[config.mk]
export PLATFORM = sky130hd
export DESIGN_NAME = journal_record_parser_core
export DESIGN_NICKNAME = d
export VERILOG_FILES = /design/src/design/jrp_pkg.sv /design/src/design/journal_record_parser_core.sv
export VERILOG_INCLUDE_DIRS = /design/src /design/src/design
export SDC_FILE = /design/constraint.sdc
export NUM_CORES = 2
export LEC_CHECK = 0
export BUFFER_PORTS_ARGS = -buffer_cell sky130_fd_sc_hd__buf_2
export CORE_ASPECT_RATIO = 0.8
export CORE_MARGIN = 3
export CORE_UTILIZATION = 60
export CTS_CLUSTER_SIZE = 30
export DETAILED_ROUTE_END_ITERATION = 10
export PLACE_DENSITY_LB_ADDON = 0.25
export SLEW_MARGIN = 25
export SYNTH_ARGS = -nofsm -noshare
export SYNTH_HDL_FRONTEND = slang
export SYNTH_SLANG_ARGS = --single-unit
[constraint.sdc]
create_clock -name clk -period 93.9 [get_ports clk]
set_input_delay 18.78 -clock clk [delete_from_list [all_inputs] [get_ports clk]]
set_output_delay 18.78 -clock clk [all_outputs]
set_load 0.01 [all_outputs]
[src/design/journal_record_parser_core_assert.svh]
// Assertion macros for the journal record parser.
`ifndef JOURNAL_RECORD_PARSER_CORE_ASSERT_SVH
`define JOURNAL_RECORD_PARSER_CORE_ASSERT_SVH

// Checked only outside reset.
`define JRP_ASSERT(label, prop, msg) \
  label: assert property (@(posedge clk) disable iff (rst) prop) else $error(msg);

// Checked at every edge, reset included.
`define JRP_ASSERT_ALWAYS(label, prop, msg) \
  label: assert property (@(posedge clk) prop) else $error(msg);

`endif

[src/design/jrp_pkg.sv]
package jrp_pkg;

  localparam logic [2:0] KIND_HEADER      = 3'd0;
  localparam logic [2:0] KIND_CHANNEL     = 3'd1;
  localparam logic [2:0] KIND_PAYLOAD     = 3'd2;
  localparam logic [2:0] KIND_TRUNCATED   = 3'd3;
  localparam logic [2:0] KIND_BAD_VERSION = 3'd4;
  localparam logic [2:0] KIND_INVALID     = 3'd5;

  localparam logic [2:0] PH_HEADER  = 3'd0;
  localparam logic [2:0] PH_CHANNEL = 3'd1;
  localparam logic [2:0] PH_PAYLOAD = 3'd2;
  localparam logic [2:0] PH_TRAIL   = 3'd3;
  localparam logic [2:0] PH_SWALLOW = 3'd4;

  // Header byte offsets; each field *_END is one past it; POS_END is the last byte.
  localparam logic [5:0] POS_VERSION_END = 6'd4;
  localparam logic [5:0] POS_META_END    = 6'd12;
  localparam logic [5:0] POS_GEN_END     = 6'd20;
  localparam logic [5:0] POS_RECV_END    = 6'd28;
  localparam logic [5:0] POS_OBS_END     = 6'd36;
  localparam logic [5:0] POS_FLAG        = 6'd44;
  localparam logic [5:0] POS_EXCH        = 6'd45;
  localparam logic [5:0] POS_SIZES       = 6'd53;
  localparam logic [5:0] POS_SIZE1       = 6'd57;
  localparam logic [5:0] POS_END         = 6'd60;

  localparam logic [1:0] CFG_EXPECTED_VERSION = 2'd0;
  localparam logic [1:0] CFG_MAX_CHANNEL      = 2'd1;
  localparam logic [1:0] CFG_MAX_PAYLOAD      = 2'd2;

  localparam logic [31:0] RESET_VERSION     = 32'd2;
  localparam logic [8:0]  RESET_MAX_CHANNEL = 9'd256;
  localparam logic [24:0] RESET_MAX_PAYLOAD = 25'd16777216;

  typedef struct packed {
    logic [2:0]         kind;
    logic [63:0]        meta_version;
    logic [63:0]        conn_generation;
    logic signed [63:0] received_time;
    logic signed [63:0] observed_time;
    logic [63:0]        sequence_number;
    logic               exchange_present;
    logic signed [63:0] exch_time;
    logic [8:0]         channel_length;
    logic [24:0]        payload_length;
    logic [7:0]         out_byte;
    logic               record_end;
  } result_t;

endpackage

[src/design/journal_record_parser_core.sv]
// Journal record parser.
// Input channel: one record byte per word (data_byte) with last_byte set on
// the final byte of the record buffer; accepted when in_valid is high and
// in_stall is low. Output channel: at most one result word per input byte,
// accepted when out_valid is high and out_stall is low. kind tells a header
// result, a channel or payload byte (out_byte), or an error (truncated, bad
// version, invalid); after an error bytes are dropped up to the last mark.
// Configuration: cfg_write with cfg_index and cfg_data sets the expected
// version and the channel and payload length limits; write only when idle.
// Result: registered, it appears in the cycle after its byte is accepted.
// Throughput: one byte per cycle when not stalled; all per-byte work is one
// shift or counter step from parser state registers to the output register.
// Stall: in_stall follows out_valid && out_stall, so the output register
// holds while the receiver stalls and a new byte enters as soon as the held
// word leaves.
// Reset: synchronous rst clears out_valid, returns the parser to the start
// of a header and restores the configuration defaults.
`include "journal_record_parser_core_assert.svh"

module journal_record_parser_core (
  input  logic               clk,
  input  logic               rst,
  input  logic               cfg_write,
  input  logic [1:0]         cfg_index,
  input  logic [31:0]        cfg_data,
  input  logic               in_valid,
  output logic               in_stall,
  input  logic [7:0]         data_byte,
  input  logic               last_byte,
  output logic               out_valid,
  input  logic               out_stall,
  output logic [2:0]         kind,
  output logic [63:0]        meta_version,
  output logic [63:0]        conn_generation,
  output logic signed [63:0] received_time,
  output logic signed [63:0] observed_time,
  output logic [63:0]        sequence_number,
  output logic               exchange_present,
  output logic signed [63:0] exch_time,
  output logic [8:0]         channel_length,
  output logic [24:0]        payload_length,
  output logic [7:0]         out_byte,
  output logic               record_end
);

  logic [31:0] expected_version;
  logic [8:0]  max_channel_length;
  logic [24:0] max_payload_length;

  logic [2:0]  phase, phase_next;
  logic [5:0]  header_position, header_position_next;
  logic [31:0] version_field, version_field_next;
  logic [63:0] metadata_field, metadata_field_next;
  logic [63:0] generation_field, generation_field_next;
  logic [63:0] received_field, received_field_next;
  logic [63:0] observed_field, observed_field_next;
  logic [63:0] sequence_field, sequence_field_next;
  logic [63:0] exchange_field, exchange_field_next;
  logic [7:0]  flag_field, flag_field_next;
  logic [31:0] size_channel, size_channel_next;
  logic [31:0] size_payload, size_payload_next;
  logic [24:0] body_count, body_count_next;

  logic [24:0]          body_inc;
  logic                 res_valid;
  jrp_pkg::result_t     res;
  jrp_pkg::result_t     result;
  logic                 in_accept;

  assign in_stall  = out_valid && out_stall;
  assign in_accept = in_valid && !in_stall;
  assign body_inc  = body_count + 25'd1;

  always_ff @(posedge clk) begin
    if (rst) begin
      expected_version   <= jrp_pkg::RESET_VERSION;
      max_channel_length <= jrp_pkg::RESET_MAX_CHANNEL;
      max_payload_length <= jrp_pkg::RESET_MAX_PAYLOAD;
    end else if (cfg_write) begin
      unique case (cfg_index)
        jrp_pkg::CFG_EXPECTED_VERSION: expected_version   <= cfg_data;
        jrp_pkg::CFG_MAX_CHANNEL:      max_channel_length <= cfg_data[8:0];
        jrp_pkg::CFG_MAX_PAYLOAD:      max_payload_length <= cfg_data[24:0];
        default: ;
      endcase
    end
  end

  always_comb begin
    phase_next            = phase;
    header_position_next  = header_position;
    version_field_next    = version_field;
    metadata_field_next   = metadata_field;
    generation_field_next = generation_field;
    received_field_next   = received_field;
    observed_field_next   = observed_field;
    sequence_field_next   = sequence_field;
    exchange_field_next   = exchange_field;
    flag_field_next       = flag_field;
    size_channel_next     = size_channel;
    size_payload_next     = size_payload;
    body_count_next       = body_count;
    res_valid             = 1'b0;
    res                   = '0;
    res.record_end        = last_byte;

    unique case (phase)
      jrp_pkg::PH_HEADER: begin
        if (header_position == 6'd0) begin
          exchange_field_next = 64'd0;
        end
        if (header_position < jrp_pkg::POS_VERSION_END) begin
          version_field_next = {data_byte, version_field[31:8]};
        end else if (header_position < jrp_pkg::POS_META_END) begin
          metadata_field_next = {data_byte, metadata_field[63:8]};
        end else if (header_position < jrp_pkg::POS_GEN_END) begin
          generation_field_next = {data_byte, generation_field[63:8]};
        end else if (header_position < jrp_pkg::POS_RECV_END) begin
          received_field_next = {data_byte, received_field[63:8]};
        end else if (header_position < jrp_pkg::POS_OBS_END) begin
          observed_field_next = {data_byte, observed_field[63:8]};
        end else if (header_position < jrp_pkg::POS_FLAG) begin
          sequence_field_next = {data_byte, sequence_field[63:8]};
        end else if (header_position == jrp_pkg::POS_FLAG) begin
          flag_field_next = data_byte;
        end else if (header_position < jrp_pkg::POS_SIZES) begin
          exchange_field_next = {data_byte, exchange_field[63:8]};
        end else if (header_position < jrp_pkg::POS_SIZE1) begin
          size_channel_next = {data_byte, size_channel[31:8]};
        end else begin
          size_payload_next = {data_byte, size_payload[31:8]};
        end

        if (header_position == jrp_pkg::POS_FLAG) begin
          if (version_field != expected_version) begin
            res_valid = 1'b1;
            res.kind  = jrp_pkg::KIND_BAD_VERSION;
          end else if (data_byte > 8'd1) begin
            res_valid = 1'b1;
            res.kind  = jrp_pkg::KIND_INVALID;
          end else if (last_byte) begin
            res_valid = 1'b1;
            res.kind  = jrp_pkg::KIND_TRUNCATED;
          end else begin
            header_position_next = data_byte[0] ? jrp_pkg::POS_EXCH : jrp_pkg::POS_SIZES;
          end
        end else if (header_position >= jrp_pkg::POS_END) begin
          res_valid = 1'b1;
          if (size_channel == 32'd0 || size_channel > {23'd0, max_channel_length} ||
              size_payload_next == 32'd0 ||
              size_payload_next > {7'd0, max_payload_length} ||
              last_byte || metadata_field == 64'd0 || generation_field == 64'd0) begin
            res.kind = jrp_pkg::KIND_INVALID;
          end else begin
            res.kind                  = jrp_pkg::KIND_HEADER;
            res.meta_version          = metadata_field;
            res.conn_generation       = generation_field;
            res.received_time         = received_field;
            res.observed_time         = observed_field;
            res.sequence_number       = sequence_field;
            res.exchange_present      = flag_field[0];
            res.exch_time             = (flag_field != 8'd0) ? exchange_field : 64'd0;
            res.channel_length        = size_channel[8:0];
            res.payload_length        = size_payload_next[24:0];
            header_position_next      = 6'd0;
            body_count_next           = 25'd0;
            phase_next                = jrp_pkg::PH_CHANNEL;
          end
        end else if (last_byte) begin
          res_valid = 1'b1;
          res.kind  = jrp_pkg::KIND_TRUNCATED;
        end else begin
          header_position_next = header_position + 6'd1;
        end

        // error results end the header here
        if (res_valid && res.kind != jrp_pkg::KIND_HEADER) begin
          header_position_next = 6'd0;
          phase_next           = last_byte ? jrp_pkg::PH_HEADER : jrp_pkg::PH_SWALLOW;
        end
      end

      jrp_pkg::PH_CHANNEL: begin
        res_valid = 1'b1;
        if (last_byte) begin
          res.kind             = jrp_pkg::KIND_INVALID;
          header_position_next = 6'd0;
          phase_next           = jrp_pkg::PH_HEADER;
        end else begin
          res.kind        = jrp_pkg::KIND_CHANNEL;
          res.out_byte    = data_byte;
          body_count_next = body_inc;
          if ({7'd0, body_inc} >= size_channel) begin
            body_count_next = 25'd0;
            phase_next      = jrp_pkg::PH_PAYLOAD;
          end
        end
      end

      jrp_pkg::PH_PAYLOAD: begin
        res_valid       = 1'b1;
        body_count_next = body_inc;
        if ({7'd0, body_inc} >= size_payload) begin
          res.kind             = jrp_pkg::KIND_PAYLOAD;
          res.out_byte         = data_byte;
          header_position_next = 6'd0;
          phase_next           = last_byte ? jrp_pkg::PH_HEADER : jrp_pkg::PH_TRAIL;
        end else if (last_byte) begin
          res.kind             = jrp_pkg::KIND_INVALID;
          header_position_next = 6'd0;
          phase_next           = jrp_pkg::PH_HEADER;
        end else begin
          res.kind     = jrp_pkg::KIND_PAYLOAD;
          res.out_byte = data_byte;
        end
      end

      jrp_pkg::PH_TRAIL: begin
        res_valid            = 1'b1;
        res.kind             = jrp_pkg::KIND_INVALID;
        header_position_next = 6'd0;
        phase_next           = last_byte ? jrp_pkg::PH_HEADER : jrp_pkg::PH_SWALLOW;
      end

      default: begin
        // drop bytes until the last mark
        if (last_byte) begin
          header_position_next = 6'd0;
          phase_next           = jrp_pkg::PH_HEADER;
        end
      end
    endcase
  end

  always_ff @(posedge clk) begin
    if (rst) begin
      phase            <= jrp_pkg::PH_HEADER;
      header_position  <= 6'd0;
      version_field    <= 32'd0;
      metadata_field   <= 64'd0;
      generation_field <= 64'd0;
      received_field   <= 64'd0;
      observed_field   <= 64'd0;
      sequence_field   <= 64'd0;
      exchange_field   <= 64'd0;
      flag_field       <= 8'd0;
      size_channel     <= 32'd0;
      size_payload     <= 32'd0;
      body_count       <= 25'd0;
    end else if (in_accept) begin
      phase            <= phase_next;
      header_position  <= header_position_next;
      version_field    <= version_field_next;
      metadata_field   <= metadata_field_next;
      generation_field <= generation_field_next;
      received_field   <= received_field_next;
      observed_field   <= observed_field_next;
      sequence_field   <= sequence_field_next;
      exchange_field   <= exchange_field_next;
      flag_field       <= flag_field_next;
      size_channel     <= size_channel_next;
      size_payload     <= size_payload_next;
      body_count       <= body_count_next;
    end
  end

  always_ff @(posedge clk) begin
    if (rst) begin
      out_valid <= 1'b0;
    end else if (in_accept) begin
      out_valid <= res_valid;
    end else if (!out_stall) begin
      out_valid <= 1'b0;
    end
  end

  always_ff @(posedge clk) begin
    if (in_accept && res_valid) begin
      result <= res;
    end
  end

  assign kind                  = result.kind;
  assign meta_version          = result.meta_version;
  assign conn_generation       = result.conn_generation;
  assign received_time         = result.received_time;
  assign observed_time         = result.observed_time;
  assign sequence_number       = result.sequence_number;
  assign exchange_present      = result.exchange_present;
  assign exch_time             = result.exch_time;
  assign channel_length        = result.channel_length;
  assign payload_length        = result.payload_length;
  assign out_byte              = result.out_byte;
  assign record_end            = result.record_end;

  `JRP_ASSERT_ALWAYS(a_reset_clears_output, rst |=> !out_valid,
    "output word valid right after reset")
  `JRP_ASSERT(a_header_ids_nonzero,
    out_valid && kind == jrp_pkg::KIND_HEADER |->
      meta_version != 64'd0 && conn_generation != 64'd0 && !record_end,
    "header result with zero id or end mark")
  `JRP_ASSERT(a_position_idle_in_body,
    phase != jrp_pkg::PH_HEADER |-> header_position == 6'd0,
    "header position left nonzero outside header phase")
  `JRP_ASSERT(a_byte_only_on_pass,
    out_valid && kind != jrp_pkg::KIND_CHANNEL && kind != jrp_pkg::KIND_PAYLOAD |->
      out_byte == 8'd0,
    "out_byte set on a non pass-through result")
  `JRP_ASSERT(a_channel_byte_gives_result,
    in_accept && phase == jrp_pkg::PH_CHANNEL |=>
      out_valid && (kind == jrp_pkg::KIND_CHANNEL || kind == jrp_pkg::KIND_INVALID),
    "channel byte produced no channel or invalid result")

endmodule
==> results.md <==
- Final-report hold violation count: 0
- Synthesized area: around 40000 sq um
- Number of inserted filler cells in the final layout: between 4000 and 5000
- Post-synth EDFFs: 431
- Share of flip-flops with an asynchronous set or reset after synthesis: 0%
- Gate count after technology mapping: about 4000
- Part of the power in the clock network: 42.4%
- Length in cells of the worst reg-to-reg path: 15
- Port buffer count: 480
- Yosys top cell by area: sky130_fd_sc_hd__edfxtp_1
- Most frequent cell after synthesis: sky130_fd_sc_hd__nand2_1
- Total chip power: 944.4 uW
- Total Nets Final: 4481
- Outcome: finished clean
- Clock Pin Slew Worst Setup and Hold Paths: 0.06 ns
- Number of max-slew violations in the final report: 0
- Max-Slew Margin vs Limit: 30.09%
- Xor-xnor portion of the synthesized cell area: a little over 1%
- Arrival time of the worst setup path: 19.17 ns
- Path type of the worst setup path: primary input to output port
- Largest family of logic cells by synthesized area: simple AND/OR/NAND/NOR gates
- Initial Utilization: 60.94%
- Half-perimeter wire length of the detailed placement result: 65260 um
- TritonCTS clock tree: done
- Portion of netlist area occupied by mux cells: between 1.5 and 2%
- Die boundary height: 237.8 um
- Number of core rows: 84
- Share of cells above drive strength 1: 15.99%
- Largest cells by area after synthesis: sky130_fd_sc_hd__edfxtp_1, sky130_fd_sc_hd__dfxtp_1, sky130_fd_sc_hd__nand2_1
- Flip-flop cell with the highest count after synthesis: sky130_fd_sc_hd__dfxtp_1
- # Max-Cap Violations: 0
- Placement-stage worst setup slack: 55.96 ns
- Tot GR Track Use: 27.74%
- Max frequency: 26.35 MHz
- Final standard cell area without fillers: ~47000 sq um
- Filler-free cell count of the finished design: 5299
- Family with the most delay on the worst path: buffers and inverters
- Number of sinks on the clock net: 1020
- Unrepaired setup endpoints after global routing: no
- Worst Clk Skew: 0.02134 ns
- Min-delay worst type: flop to flop
- Syn Nets: 4113
- Critical register-to-register path startpoint: header_position[5]
- R2r setup slk: 87.27 ns
- Clock tree root buffer cell: sky130_fd_sc_hd__clkbuf_16
- Post-route antenna net violation count: 0
- Area fraction in compound gates after synthesis: about a tenth
- Number of placed instances, taps included: 5108
- Number of levels in the clock H-tree: 3
- Hold WS: roughly 0.45 ns
- Net switching share of the total power: 23.19%
- CP Buf/Inv Count: 3
- # DRC: 0
- Top cell by count, worst path: sky130_fd_sc_hd__buf_2
- Maximum VDD drop: 0.01620 mV
- Area share of fa/ha/maj cells after synthesis: 2.702%
- Power density over cell area: between 20 and 25 nW/um^2
- Post-synthesis to final-layout area growth: 15.61%
- Synth unique cells: 67
- Number of synthesized register bits: between 1000 and 1500
- Biggest fanout along the worst timing path: 3
- Avg Vias per Cell: 5.599
- Max stage delay cell, worst path: sky130_fd_sc_hd__buf_2
- DR vias: 29668
- Die X: 295.7 um
- Worst setup path startpoint: out_stall
- Count of cells along the worst hold path: 2
- Number of antenna violations at the first check in global routing: 12
- Setup tns final: 0 ns
- Static power due to leakage: 17.55 nW
- Global placer's final weighted congestion: 0.8829
- Final routed wirelength across all metal layers: 100700 um
- Launch instance of the worst min-delay path: observed_field[2]
- Number of DRC markers after the initial detailed-route iteration: 2713
- Global-route wire length before repair: 153500 um
- List of cells traversed by the critical path: buf_2 > nand2_1 > inv_1 > buf_2
- Simple-Gate Fraction of Synth Area: 19.88%
- Iteration count of the initial detailed-routing pass: 6
- Number of gates on the worst path with buffers counted: 4
- Standard cell core area: between 60000 and 70000 sq um
- Crit-path max cell delay: 0.14 ns
- Num CTS Buffers: 95
- Pin slew with the least headroom to its limit: 1.046 ns
- Total internal power: 725.4 uW
- Vias in the first global route: ~27000
- Required time of the worst setup path: between 70 and 80 ns
- Post-layout worst setup margin: 55.95 ns
- Placed Instance Area: roughly 43000 sq um
- Area of the die: 70300 sq um
- Avg Cell Area, Syn: about 10 sq um
- Most used standard cells in the synthesized netlist: sky130_fd_sc_hd__nand2_1, sky130_fd_sc_hd__dfxtp_1, sky130_fd_sc_hd__a21oi_1
- Critical path endpoint category: output port
- Net switching power: 219.0 uW
- Post-cts sizing count: 0
- Clock latency of the later-clocked register in the worst-skew pair: 0.66 ns
- Final core utilization: a little over two thirds
- Combinational group share of total power: 6.4%
- Startpoint class of the critical path: primary input
- Hold-fix buffers, CTS: 0
- Share of power burned in registers: 51.3%
- Longest Clk Path Bufs: 3
- # Post-CTS Setup Buffers: 0
- Proportion of synthesized chip area in sequential cells: 61.40%
- Number of synthesis warnings: 0
- Tcrit/Tclk final: between 40 and 50%
- Endpoints failing setup: 0
- Tmin final: 37.95 ns
- Number of top-level pins: 481
- Maximum number of pins on one net before global-route repair: 226
- Mean routed wirelength per cell: 19.01 um
- Proportion of netlist area held by the largest area contributor: 32.13%
- Total congestion overflow after global routing: 0
-- worst reg2reg max path, stage by stage (launching register included) --
cell and delay, ns:
sky130_fd_sc_hd__dfxtp_1 0.68, sky130_fd_sc_hd__nand3_1 0.22, sky130_fd_sc_hd__a21oi_4 0.15, sky130_fd_sc_hd__buf_4 0.43
sky130_fd_sc_hd__mux2i_1 0.38, sky130_fd_sc_hd__inv_1 0.14, sky130_fd_sc_hd__ha_1 0.31, sky130_fd_sc_hd__and2_1 0.15
sky130_fd_sc_hd__a221o_1 0.29, sky130_fd_sc_hd__a22oi_1 0.17, sky130_fd_sc_hd__o311ai_0 0.17, sky130_fd_sc_hd__o31ai_1 0.83
sky130_fd_sc_hd__and4b_4 0.85, sky130_fd_sc_hd__buf_4 0.68, sky130_fd_sc_hd__buf_12 0.59, sky130_fd_sc_hd__and2_1 0.44
-- power groups by stage --
| stage | combinational [mW] | sequential, mW | clock (mW) |
|---|---|---|---|
| after floorplan | 0.0280 | 0.518 | 0 |
| after global routing | 0.0652 | 0.485 | 0.422 |
| after CTS | 0.0596 | 0.484 | 0.404 |
| after global placement | 0.0584 | 0.494 | 0 |
| final | 0.0602 | 0.484 | 0.400 |
| after detailed placement | 0.0594 | 0.494 | 0 |
-- cell type report --
cell class	count	area, sq um	share of cell area (%)
timing repair buffer	515	2724	5.849
tap	860	1076	2.310
multi-input combinational	2594	14300	30.69
inverter	120	450.4	0.9671
clock inverter	55	630.6	1.354
sequential	1020	24730	53.11
antenna	12	30.03	0.06448
clock buffer	123	2634	5.655
-- cells in the final DEF, fill, tap and decap left out, types with 58 or more instances in the layout --
cell type / instances
sky130_fd_sc_hd__edfxtp_1: 431
sky130_fd_sc_hd__nand2_1: 898
sky130_fd_sc_hd__inv_1: 118
sky130_fd_sc_hd__ha_1: 87
sky130_fd_sc_hd__a22oi_1: 58
sky130_fd_sc_hd__nor2_1: 159
sky130_fd_sc_hd__and2_1: 424
sky130_fd_sc_hd__dfxtp_1: 589
sky130_fd_sc_hd__mux2i_1: 73
sky130_fd_sc_hd__clkbuf_16: 96
sky130_fd_sc_hd__buf_2: 479
sky130_fd_sc_hd__a21oi_1: 473
-- path summary, 6_finish.rpt --
check,to
max reg2reg,channel_length[7]
min reg2reg,observed_field[2]
max,in_stall
min,observed_field[2]
-- routing by layer --
layer  up-vias  GRT usage [%]  share of wire, %
met5         -              0            0.0079
met4         2          9.460               3.1
met3       178          4.895               6.7
met2       991          43.08                46
met1     14240          39.61                44
li1      14257              -                 -
-- kinds of logic after synthesis --
group	count (synthesis)
multiplexers	76
AND/OR/NAND/NOR	1701
adder cells (fa/ha/maj)	87
flip-flops	1020
AO/OA/AOI/OAI	683
buffers and inverters	364
XOR/XNOR	47
Power figures use the tool's default switching activity.
